File: src/hw/rtl/scfc_pkg.sv
`timescale 1ns / 1ps

package scfc_pkg;

	localparam int FIFO_DEPTH = 4;

	localparam logic [7:0] CRC_POLY = 8'h31;
	localparam logic [7:0] CRC_INIT = 8'hFF;

	localparam int TEMP_SCALE  = 17500;
	localparam int TEMP_OFFSET = 4500;
	localparam int HUMID_SCALE = 10000;

	localparam int TEMP_PROD_W  = 31;
	localparam int HUMID_PROD_W = 30;

	typedef enum logic [1:0] {
		ST_OK        = 2'd0,
		ST_TEMP_BAD  = 2'd1,
		ST_HUMID_BAD = 2'd2
	} status_t;

	// byte position within a frame
	typedef enum logic [5:0] {
		B_T_MSB = 6'b000001,
		B_T_LSB = 6'b000010,
		B_T_CRC = 6'b000100,
		B_H_MSB = 6'b001000,
		B_H_LSB = 6'b010000,
		B_H_CRC = 6'b100000
	} pos_t;

	typedef struct packed {
		status_t     status;
		logic [15:0] temp_raw;
		logic [15:0] raw_humid;
	} frame_t;

	function automatic logic [7:0] crc8_update(input logic [7:0] crc, input logic [7:0] b);
		logic [7:0] c;
		c = crc ^ b;
		for (int k = 0; k < 8; k++) begin
			if (c[7]) begin
				c = {c[6:0], 1'b0} ^ CRC_POLY;
			end else begin
				c = {c[6:0], 1'b0};
			end
		end
		return c;
	endfunction

endpackage

File: src/hw/rtl/sensor_frame_crc_check_convert_core.sv
`timescale 1ns / 1ps
// Channel  Dir  Word                                                   Flag
// s_       in   tdata[7:0] rx_byte                                     tuser[0] frame_start
// m_       out  tdata[14:0] temp_centi, [28:15] humid_centi,           tuser[1:0] status
//               [44:29] raw_temp_word, [60:45] raw_humid_word
//
// One input word per cycle while s_tready is high; a result follows the sixth byte of a frame.
// m_tvalid rises once the frame has passed, in order, the queue (written at the edge
// that takes the sixth byte), the multiply stage and the divide-by-65535 output stage.
// The queue decouples the byte decoder from the scaling pipeline; s_tready
// drops only when the queue is full under sustained output stall.
// arst_n clears the byte position, CRC state and all valid flags.

module sensor_frame_crc_check_convert_core #(
	parameter int FifoDepth = scfc_pkg::FIFO_DEPTH
) (
	input  logic        clk,
	input  logic        arst_n,
	input  logic        s_tvalid,
	output logic        s_tready,
	input  logic [7:0]  s_tdata,   // [7:0] rx_byte
	input  logic        s_tuser,   // [0] frame_start
	output logic        m_tvalid,
	input  logic        m_tready,
	output logic [63:0] m_tdata,   // temp_centi, humid_centi, raw_temp_word, raw_humid_word
	output logic [1:0]  m_tuser    // [1:0] status
);

	logic              fire;
	logic              push;
	scfc_pkg::frame_t  push_data;
	logic              full;
	logic              pop;
	logic              not_empty;
	scfc_pkg::frame_t  pop_data;
	scfc_pkg::status_t status;
	logic [14:0]       temp_centi;
	logic [13:0]       humid_centi;
	logic [15:0]       raw_temp_word;
	logic [15:0]       raw_humid_word;

	assign s_tready = !full;
	assign fire     = s_tvalid && s_tready;

	scfc_front u_front (
		.clk        (clk),
		.arst_n     (arst_n),
		.fire       (fire),
		.rx_byte    (s_tdata),
		.frame_start(s_tuser),
		.push       (push),
		.push_data  (push_data)
	);

	scfc_fifo #(
		.Depth(FifoDepth)
	) u_fifo (
		.clk      (clk),
		.arst_n   (arst_n),
		.push     (push),
		.push_data(push_data),
		.full     (full),
		.pop      (pop),
		.not_empty(not_empty),
		.pop_data (pop_data)
	);

	scfc_back u_back (
		.clk          (clk),
		.arst_n       (arst_n),
		.in_valid     (not_empty),
		.in_data      (pop_data),
		.in_pop       (pop),
		.out_valid    (m_tvalid),
		.out_ready    (m_tready),
		.out_status   (status),
		.out_temp     (temp_centi),
		.out_humid    (humid_centi),
		.out_raw_temp (raw_temp_word),
		.out_raw_humid(raw_humid_word)
	);

	assign m_tuser = status;
	assign m_tdata = {3'b000, raw_humid_word, raw_temp_word, humid_centi, temp_centi};

endmodule

File: src/hw/rtl/scfc_front.sv
`timescale 1ns / 1ps

module scfc_front (
	input  logic              clk,
	input  logic              arst_n,
	input  logic              fire,
	input  logic [7:0]        rx_byte,
	input  logic              frame_start,
	output logic              push,
	output scfc_pkg::frame_t  push_data
);

	scfc_pkg::pos_t pos_q;
	scfc_pkg::pos_t pos;
	logic [7:0]     crc_q;
	logic [15:0]    temp_q;
	logic [15:0]    humid_q;
	logic           tgood_q;
	logic           hgood;

	assign pos = frame_start ? scfc_pkg::B_T_MSB : pos_q;
	assign hgood = (crc_q == rx_byte);

	always_ff @(posedge clk or negedge arst_n) begin
		if (!arst_n) begin
			pos_q   <= scfc_pkg::B_T_MSB;
			crc_q   <= scfc_pkg::CRC_INIT;
			temp_q  <= '0;
			humid_q <= '0;
			tgood_q <= 1'b0;
		end else if (fire) begin
			case (pos)
				scfc_pkg::B_T_LSB: begin
					crc_q  <= scfc_pkg::crc8_update(crc_q, rx_byte);
					temp_q <= {temp_q[15:8], rx_byte};
					pos_q  <= scfc_pkg::B_T_CRC;
				end
				scfc_pkg::B_T_CRC: begin
					tgood_q <= (crc_q == rx_byte);
					crc_q   <= scfc_pkg::CRC_INIT;
					pos_q   <= scfc_pkg::B_H_MSB;
				end
				scfc_pkg::B_H_MSB: begin
					crc_q   <= scfc_pkg::crc8_update(scfc_pkg::CRC_INIT, rx_byte);
					humid_q <= {rx_byte, 8'h00};
					pos_q   <= scfc_pkg::B_H_LSB;
				end
				scfc_pkg::B_H_LSB: begin
					crc_q   <= scfc_pkg::crc8_update(crc_q, rx_byte);
					humid_q <= {humid_q[15:8], rx_byte};
					pos_q   <= scfc_pkg::B_H_CRC;
				end
				scfc_pkg::B_H_CRC: begin
					crc_q <= scfc_pkg::CRC_INIT;
					pos_q <= scfc_pkg::B_T_MSB;
				end
				default: begin
					crc_q  <= scfc_pkg::crc8_update(scfc_pkg::CRC_INIT, rx_byte);
					temp_q <= {rx_byte, 8'h00};
					pos_q  <= scfc_pkg::B_T_LSB;
				end
			endcase
		end
	end

	assign push = fire && (pos == scfc_pkg::B_H_CRC);

	always_comb begin
		push_data.temp_raw  = temp_q;
		push_data.raw_humid = humid_q;
		if (!tgood_q) begin
			push_data.status = scfc_pkg::ST_TEMP_BAD;
		end else if (!hgood) begin
			push_data.status = scfc_pkg::ST_HUMID_BAD;
		end else begin
			push_data.status = scfc_pkg::ST_OK;
		end
	end

endmodule

File: src/hw/rtl/scfc_fifo.sv
`timescale 1ns / 1ps

module scfc_fifo #(
	parameter int Depth = scfc_pkg::FIFO_DEPTH
) (
	input  logic              clk,
	input  logic              arst_n,
	input  logic              push,
	input  scfc_pkg::frame_t  push_data,
	output logic              full,
	input  logic              pop,
	output logic              not_empty,
	output scfc_pkg::frame_t  pop_data
);

	localparam int AW = (Depth > 1) ? $clog2(Depth) : 1;
	localparam int CW = $clog2(Depth + 1);

	scfc_pkg::frame_t mem_q [Depth];
	logic [AW-1:0]    wr_ptr_q;
	logic [AW-1:0]    rd_ptr_q;
	logic [CW-1:0]    count_q;
	logic             do_push;
	logic             do_pop;

	assign full      = (count_q == CW'(Depth));
	assign not_empty = (count_q != '0);
	assign do_push   = push && !full;
	assign do_pop    = pop && not_empty;
	assign pop_data  = mem_q[rd_ptr_q];

	always_ff @(posedge clk) begin
		if (do_push) begin
			mem_q[wr_ptr_q] <= push_data;
		end
	end

	always_ff @(posedge clk or negedge arst_n) begin
		if (!arst_n) begin
			wr_ptr_q <= '0;
			rd_ptr_q <= '0;
			count_q  <= '0;
		end else begin
			if (do_push) begin
				wr_ptr_q <= (wr_ptr_q == AW'(Depth - 1)) ? '0 : wr_ptr_q + 1'b1;
			end
			if (do_pop) begin
				rd_ptr_q <= (rd_ptr_q == AW'(Depth - 1)) ? '0 : rd_ptr_q + 1'b1;
			end
			if (do_push && !do_pop) begin
				count_q <= count_q + 1'b1;
			end else if (do_pop && !do_push) begin
				count_q <= count_q - 1'b1;
			end
		end
	end

endmodule

File: src/hw/rtl/scfc_back.sv
`timescale 1ns / 1ps

module scfc_back (
	input  logic              clk,
	input  logic              arst_n,
	input  logic              in_valid,
	input  scfc_pkg::frame_t  in_data,
	output logic              in_pop,
	output logic              out_valid,
	input  logic              out_ready,
	output scfc_pkg::status_t out_status,
	output logic [14:0]       out_temp,
	output logic [13:0]       out_humid,
	output logic [15:0]       out_raw_temp,
	output logic [15:0]       out_raw_humid
);

	localparam int TW = scfc_pkg::TEMP_PROD_W;
	localparam int HW = scfc_pkg::HUMID_PROD_W;

	// stage 1: scale products
	logic              valid_s1;
	scfc_pkg::frame_t  frame_s1;
	logic [TW-1:0]     tprod_s1;
	logic [HW-1:0]     hprod_s1;

	// stage 2: output register
	logic              valid_s2;
	scfc_pkg::status_t status_s2;
	logic [14:0]       temp_s2;
	logic [13:0]       humid_s2;
	logic [15:0]       rawt_s2;
	logic [15:0]       rawh_s2;

	logic              rdy_s2;
	logic              take_s1;
	logic [TW:0]       tsum;
	logic [HW:0]       hsum;
	logic [14:0]       tq;
	logic [13:0]       hq;
	logic [14:0]       tval;

	assign rdy_s2  = !valid_s2 || out_ready;
	assign take_s1 = !valid_s1 || rdy_s2;
	assign in_pop  = in_valid && take_s1;

	// floor(x / 65535) = (x + (x >> 16) + 1) >> 16 for quotients below 2^16
	assign tsum = {1'b0, tprod_s1} + (TW + 1)'(tprod_s1 >> 16) + (TW + 1)'(1);
	assign hsum = {1'b0, hprod_s1} + (HW + 1)'(hprod_s1 >> 16) + (HW + 1)'(1);
	assign tq   = tsum[30:16];
	assign hq   = hsum[29:16];
	assign tval = tq - 15'(scfc_pkg::TEMP_OFFSET);

	always_ff @(posedge clk) begin
		if (in_pop) begin
			frame_s1 <= in_data;
			tprod_s1 <= TW'(in_data.temp_raw) * TW'(scfc_pkg::TEMP_SCALE);
			hprod_s1 <= HW'(in_data.raw_humid) * HW'(scfc_pkg::HUMID_SCALE);
		end
		if (valid_s1 && rdy_s2) begin
			status_s2 <= frame_s1.status;
			rawt_s2   <= frame_s1.temp_raw;
			rawh_s2   <= frame_s1.raw_humid;
			if (frame_s1.status == scfc_pkg::ST_OK) begin
				temp_s2  <= tval;
				humid_s2 <= hq;
			end else begin
				temp_s2  <= '0;
				humid_s2 <= '0;
			end
		end
	end

	always_ff @(posedge clk or negedge arst_n) begin
		if (!arst_n) begin
			valid_s1 <= 1'b0;
			valid_s2 <= 1'b0;
		end else begin
			if (take_s1) begin
				valid_s1 <= in_valid;
			end
			if (rdy_s2) begin
				valid_s2 <= valid_s1;
			end
		end
	end

	assign out_valid     = valid_s2;
	assign out_status    = status_s2;
	assign out_temp      = temp_s2;
	assign out_humid     = humid_s2;
	assign out_raw_temp  = rawt_s2;
	assign out_raw_humid = rawh_s2;

endmodule

File: config.mk
export PLATFORM = sky130hd
export DESIGN_NAME = sensor_frame_crc_check_convert_core
export DESIGN_NICKNAME = d
export VERILOG_FILES = /design/src/hw/rtl/scfc_pkg.sv /design/src/hw/rtl/sensor_frame_crc_check_convert_core.sv /design/src/hw/rtl/scfc_front.sv /design/src/hw/rtl/scfc_fifo.sv /design/src/hw/rtl/scfc_back.sv
export SDC_FILE = /design/constraint.sdc
export NUM_CORES = 1
export LEC_CHECK = 0
export BUFFER_PORTS_ARGS = -buffer_cell sky130_fd_sc_hd__buf_2
export CORE_MARGIN = 5
export CORE_UTILIZATION = 34
export CTS_CLUSTER_DIAMETER = 30
export DETAILED_ROUTE_END_ITERATION = 8
export HOLD_SLACK_MARGIN = 0.05
export PLACE_DENSITY_LB_ADDON = 0.1
export SYNTH_ARGS = -nofsm -noshare
export SYNTH_HDL_FRONTEND = slang
export SYNTH_HIERARCHICAL = 1
export SYNTH_SLANG_ARGS = --single-unit
File: constraint.sdc
create_clock -name clk -period 10 [get_ports clk]
set_clock_uncertainty 0.15 [all_clocks]
set_input_delay 0 -clock clk [delete_from_list [all_inputs] [get_ports clk]]
set_output_delay 0 -clock clk [all_outputs]
set_load 0.01 [all_outputs]
* Yosys cells after proc, flatten, opt, wreduce, memory -nomap -nowiden
Memories as Yosys holds them, arrays and structs flattened. Cells that the tools add are included.
Storage, ports and cells: memories kept 1, flip-flop bits (word level) 208, output and inout port bits 68, memory bits (writable) 136
Memories:
- u_fifo.mem_q | words 4, bits a word 34, rd ports 1, clocked after memory_dff 0, wr ports 1, RTL line scfc_fifo.sv:19 | scfc_pkg::frame_t mem_q [Depth];
Operators by class: add/subtract/negate cells 9, eq/ne operators 9, multiplexer cells 99, reductions and logical operators 27, $mul 2, bitwise operators 35
Operator list (count):
- $mux W8 | 56
- $mux W6 | 31
- $not A3 Y3 | 30
- $pmux W16 S2 | 2
- $pmux W8 S4 | 1
- $add A31 B1 Y31 const B | 1
- $add A31 B15 Y31 | 1
- $add A30 B1 Y30 const B | 1
- $add A30 B14 Y30 | 1
- $pmux W6 S5 | 1
- $mul A16 B13 Y29 const B | 1
- $mul A16 B10 Y26 const B | 1
- $sub A15 B13 Y15 const B | 1
- $eq A8 B8 Y1 | 1
- $logic_and A1 B1 Y1 | 8
- $mux W2 | 4
- $not A8 Y8 | 1
- $xor A8 B8 Y8 | 1
- $eq A6 B2 Y1 const B | 1
- $eq A6 B3 Y1 const B | 1
- $eq A6 B4 Y1 const B | 1
- $eq A6 B5 Y1 const B | 1
- $eq A6 B6 Y1 const B | 1
- $mux W3 | 2
- 17 further kinds | 31

* Depth between registers and ports, before layout
word-level depth 32, depth in mapped cells 23, mapped depth without buffers 21

* Modules after synthesis
Netlist, hierarchy kept.
Modules (own cells, without submodules):
- scfc_back | cells an instance 1003, times used 1, area each 11642.4 um^2
- scfc_fifo | cells an instance 215, times used 1, area each 5418.9 um^2
- scfc_front | cells an instance 212, times used 1, area each 2476.1 um^2
- sensor_frame_crc_check_convert_core | cells an instance 6, times used 1, area each 36.3 um^2

* Worst setup path before layout
OpenSTA, ideal clock, no wires.
path kind flip-flop to flip-flop, start reg u_fifo.count_q[0], end reg u_fifo.count_q[1], slack 1.522 ns, buffers on the path 0, stages on the path, launching flop included 8, required time 9.725 ns, setup time 0.125 ns, clock period less this slack 8.478 ns, arrival time 8.203 ns, cells stage by stage dfrtp_1 -> or3_4 -> a21boi_0 -> nand2_2 -> ha_1 -> inv_1 -> fa_1 -> mux2_2
On the way: elaborated cells between the ends (all ways) 17
RTL lines:
- start: declaration | RTL line scfc_fifo.sv:22 | logic [CW-1:0] count_q;
- start signal: assignment | RTL line scfc_fifo.sv:51 | count_q <= count_q + 1'b1;
- start signal: assignment | RTL line scfc_fifo.sv:53 | count_q <= count_q - 1'b1;
- $reduce_bool A3 Y1 * | RTL line scfc_fifo.sv:27 | assign not_empty = (count_q != '0);
- net not_empty | RTL line sensor_frame_crc_check_convert_core.sv:34 | logic not_empty;
- $logic_and A1 B1 Y1 * | RTL line scfc_back.sv:45 | assign in_pop = in_valid && take_s1;
- net pop | RTL line sensor_frame_crc_check_convert_core.sv:33 | logic pop;
- $logic_and A1 B1 Y1 * | RTL line scfc_fifo.sv:29 | assign do_pop = pop && not_empty;
- $logic_not A1 Y1 | RTL line scfc_fifo.sv:50 | if (do_push && !do_pop) begin
- $logic_and A1 B1 Y1 | RTL line scfc_fifo.sv:50
- $mux W3 or $reduce_bool A2 Y1 (tied branches)
The timed path passes the listed nets; every way through them passes the cells marked *. The select of a mux whose other input is x is not followed. A chain may end at the register's enable or synchronous reset.

==> run summary <==
Status: completed
Residual DRC: 0
Setup violators final: 0
CTS Buf Count: 87
Ant. Diodes: 0
Die footprint: 62,500 um2
DR vias: 11,229
Hold Violations, Final: 0
Tot GR Track Use: 13.5%
RSZ-0062 raised after global routing: no
Reg clk slew, reported paths: 0.04 ns
Yosys warns: 6
Final period utilization: 64.3%
DRT antenna net count: 0
Row cnt: 88
Synth Flop Type: edfxtp_1
Worst-path maximum fanout: 32
Synth top cells by count: edfxtp_1, inv_1, ha_1, fa_1, nor2_1
DR pass1 iterations: 4
Crit path arrival time: 6.62 ns
Least-Margin Pin Slew: 0.937 ns
WP data required: 10.19 ns
DRT iter0 DRCs: 444
Die width: 250 um
Mapped cell area: 19,600 um2
# IOs: 81
Max Root-Sink Buffers: 3
Initial Utilization: 34.1%
Avg Cell Area, Syn: 13.6 um2
Clk Latency, worst-skew pair: 0.60 ns
Hpwl dp: 29,200 um
Final WL: 41,600 um
Largest area contributor in the netlist: edfxtp_1
Area contributors post-synth: edfxtp_1, ha_1, fa_1, dfrtp_1, inv_1
Setup CP Type: reg2reg
Post-Syn Instances: 1,436
Clock net sink count: 339
Max Transition Viols Final: 0
Routed WL per cell: 17.0 um
Input/output buffers: 77
First-pass GRT wire length: 67,300 um
Tmin final: 6.43 ns
Share of the synthesized area in the top cell type: 43.4%
Endpoint class of the critical path: flop
Core ar.: 57,400 um2
Area delta synth->final: 23.3%
Gr ovfl total: 0
Most common cell in the netlist: edfxtp_1
# Max-Cap Violations: 0
Largest net degree at the start of global routing: 62
Setup TNS: 0 ns
Async S/R FF share, synth: 16.5%
R2R depth: 19
Layout cells sized above 1: 19.3%
Vias per cell: 4.58
Critical path launch point type: flop
Vias in the first global route: 12,156
Die Ht: 250 um
Post-synth EDFFs: 283
H-tree Lvls: 3
RePlAce Congestion: 0.801
Final net count: 1,905
Rel. slew slack: 37.5%
Initial antenna violation count: 0
CTS tree: built
Synth cell types: 87
Sequential-to-total area share from yosys stat: 50.6%
Cell at the root of the clock tree: clkbuf_16
Min-delay worst type: in2reg
Synthesis-stage register bit count: 339
Max frequency: 156 MHz
Hold Path Depth: 4
==> path summary, 6_finish.rpt <==
check,start,end,slack [ns]
worst max-delay path,u_fifo/rd_ptr_q[0],u_back/tprod_s1[28],3.57
worst min-delay path,m_tready,u_back/out_valid,0.11
worst max register to register,u_fifo/rd_ptr_q[0],u_back/tprod_s1[28],3.57
worst min register to register,u_back/frame_s1[19],u_back/out_raw_temp[3],0.26
max in group asynchronous,arst_n,u_fifo/rd_ptr_q[0],8.64
min in group asynchronous,arst_n,u_front/humid_q[8],0.50
==> state kept, by name, summed over array words and instances (netlist names) <==
| signal | cells |
|---|---|
| u_fifo/count_q | 3 |
| u_back/frame_s1 | 34 |
| u_back/tprod_s1 | 28 |
| u_back/valid_s1 | 1 |
| u_front/crc_q | 8 |
| u_fifo/mem_q | 136 |
| u_back/hprod_s1 | 22 |
| u_back/out_temp | 15 |
| u_front/temp_q | 16 |
| u_back/out_raw_temp | 16 |
| u_front/tgood_q | 1 |
| u_fifo/rd_ptr_q | 2 |
| u_front/pos_q | 6 |
| u_back/out_valid | 1 |
| u_fifo/wr_ptr_q | 2 |
| u_front/humid_q | 16 |
| u_back/out_status | 2 |
| u_back/out_raw_humid | 16 |
| u_back/out_humid | 14 |
==> per-layer routing <==
| layer | global-route usage, % | share of wire (%) | vias up | wire length [um] |
|---|---|---|---|---|
| li1 | - | - | 5488 | - |
| met1 | 18.3 | 47 | 5497 | 19700 |
| met2 | 21.5 | 46 | 181 | 19300 |
| met3 | 2.83 | 3.9 | 63 | 1610 |
| met4 | 5.11 | 2.3 | 0 | 939 |
| met5 | 0 | 0 | - | 0 |
==> layout by cell type, fill, tap and decap left out, types with 40 or more instances in the layout <==
cell	count
a21oi_1	40
buf_2	77
clkbuf_16	87
dfrtp_1	46
edfxtp_1	283
fa_1	81
ha_1	198
inv_1	229
nor2_1	67
xnor2_1	57
xor2_1	43
==> timing repair <==
action | 4_1_cts | 5_1_grt
gates resized for setup | 0 | 0
hold buffers | 28 | 0
setup buffers | 0 | 0
setup endpoints to repair | 0 | 0
endpoints found under the hold margin | 115 | 0
==> critical path, cell delays in order (launching register included) <==
cell	delay [ns]
dfrtp_2	0.46
buf_4	0.57
mux4_1	0.85
ha_1	0.43
inv_1	0.07
fa_1	0.50
inv_1	0.05
fa_1	0.52
inv_1	0.05
fa_1	0.53
inv_1	0.04
ha_1	0.32
o211a_1	0.20
o21ai_0	0.12
or4_4	0.58
a31oi_4	0.25
a221oi_4	0.11
o21bai_2	0.14
a21oi_2	0.07
xnor2_1	0.12
==> final cells by class <==
type | count | area (um2)
clock inverters | 62 | 808
inverters | 229 | 860
well taps | 765 | 957
repair buffers | 116 | 748
clock buffers | 99 | 2230
flip-flops and latches | 339 | 9910
fillers | 5310 | 33200
multi-input cells | 840 | 8610
==> cell families (layout without fill, tap and decap cells) <==
logic type,after synthesis,after routing,share of synthesized area (%)
adder cells (fa/ha/maj),279,279,20.9
flip-flops,339,339,50.6
AO/OA/AOI/OAI,182,182,6.68
other,1,3,0.0192
XOR/XNOR,104,104,4.92
AND/OR/NAND/NOR,208,208,5.59
buffers and inverters,259,506,5.47
multiplexers,64,64,5.74
==> through the flow <==
stage	worst slack, ns	hold WS (ns)	cell area (um2)	std cells	utilization, %
floorplan	1.52	-0.446	19600	1438	-
global placement	3.57	0.0695	20800	2261	36.3
detailed placement	3.52	0.0740	20800	2261	36.3
CTS	3.49	0.0610	24100	2450	42.1
global route	3.14	0.136	24100	2450	42.1
finish	3.57	0.107	24100	2450	42.1
Power is not shown: default switching activity piles up to over one toggle a cycle in this logic, so the estimate is an artifact.
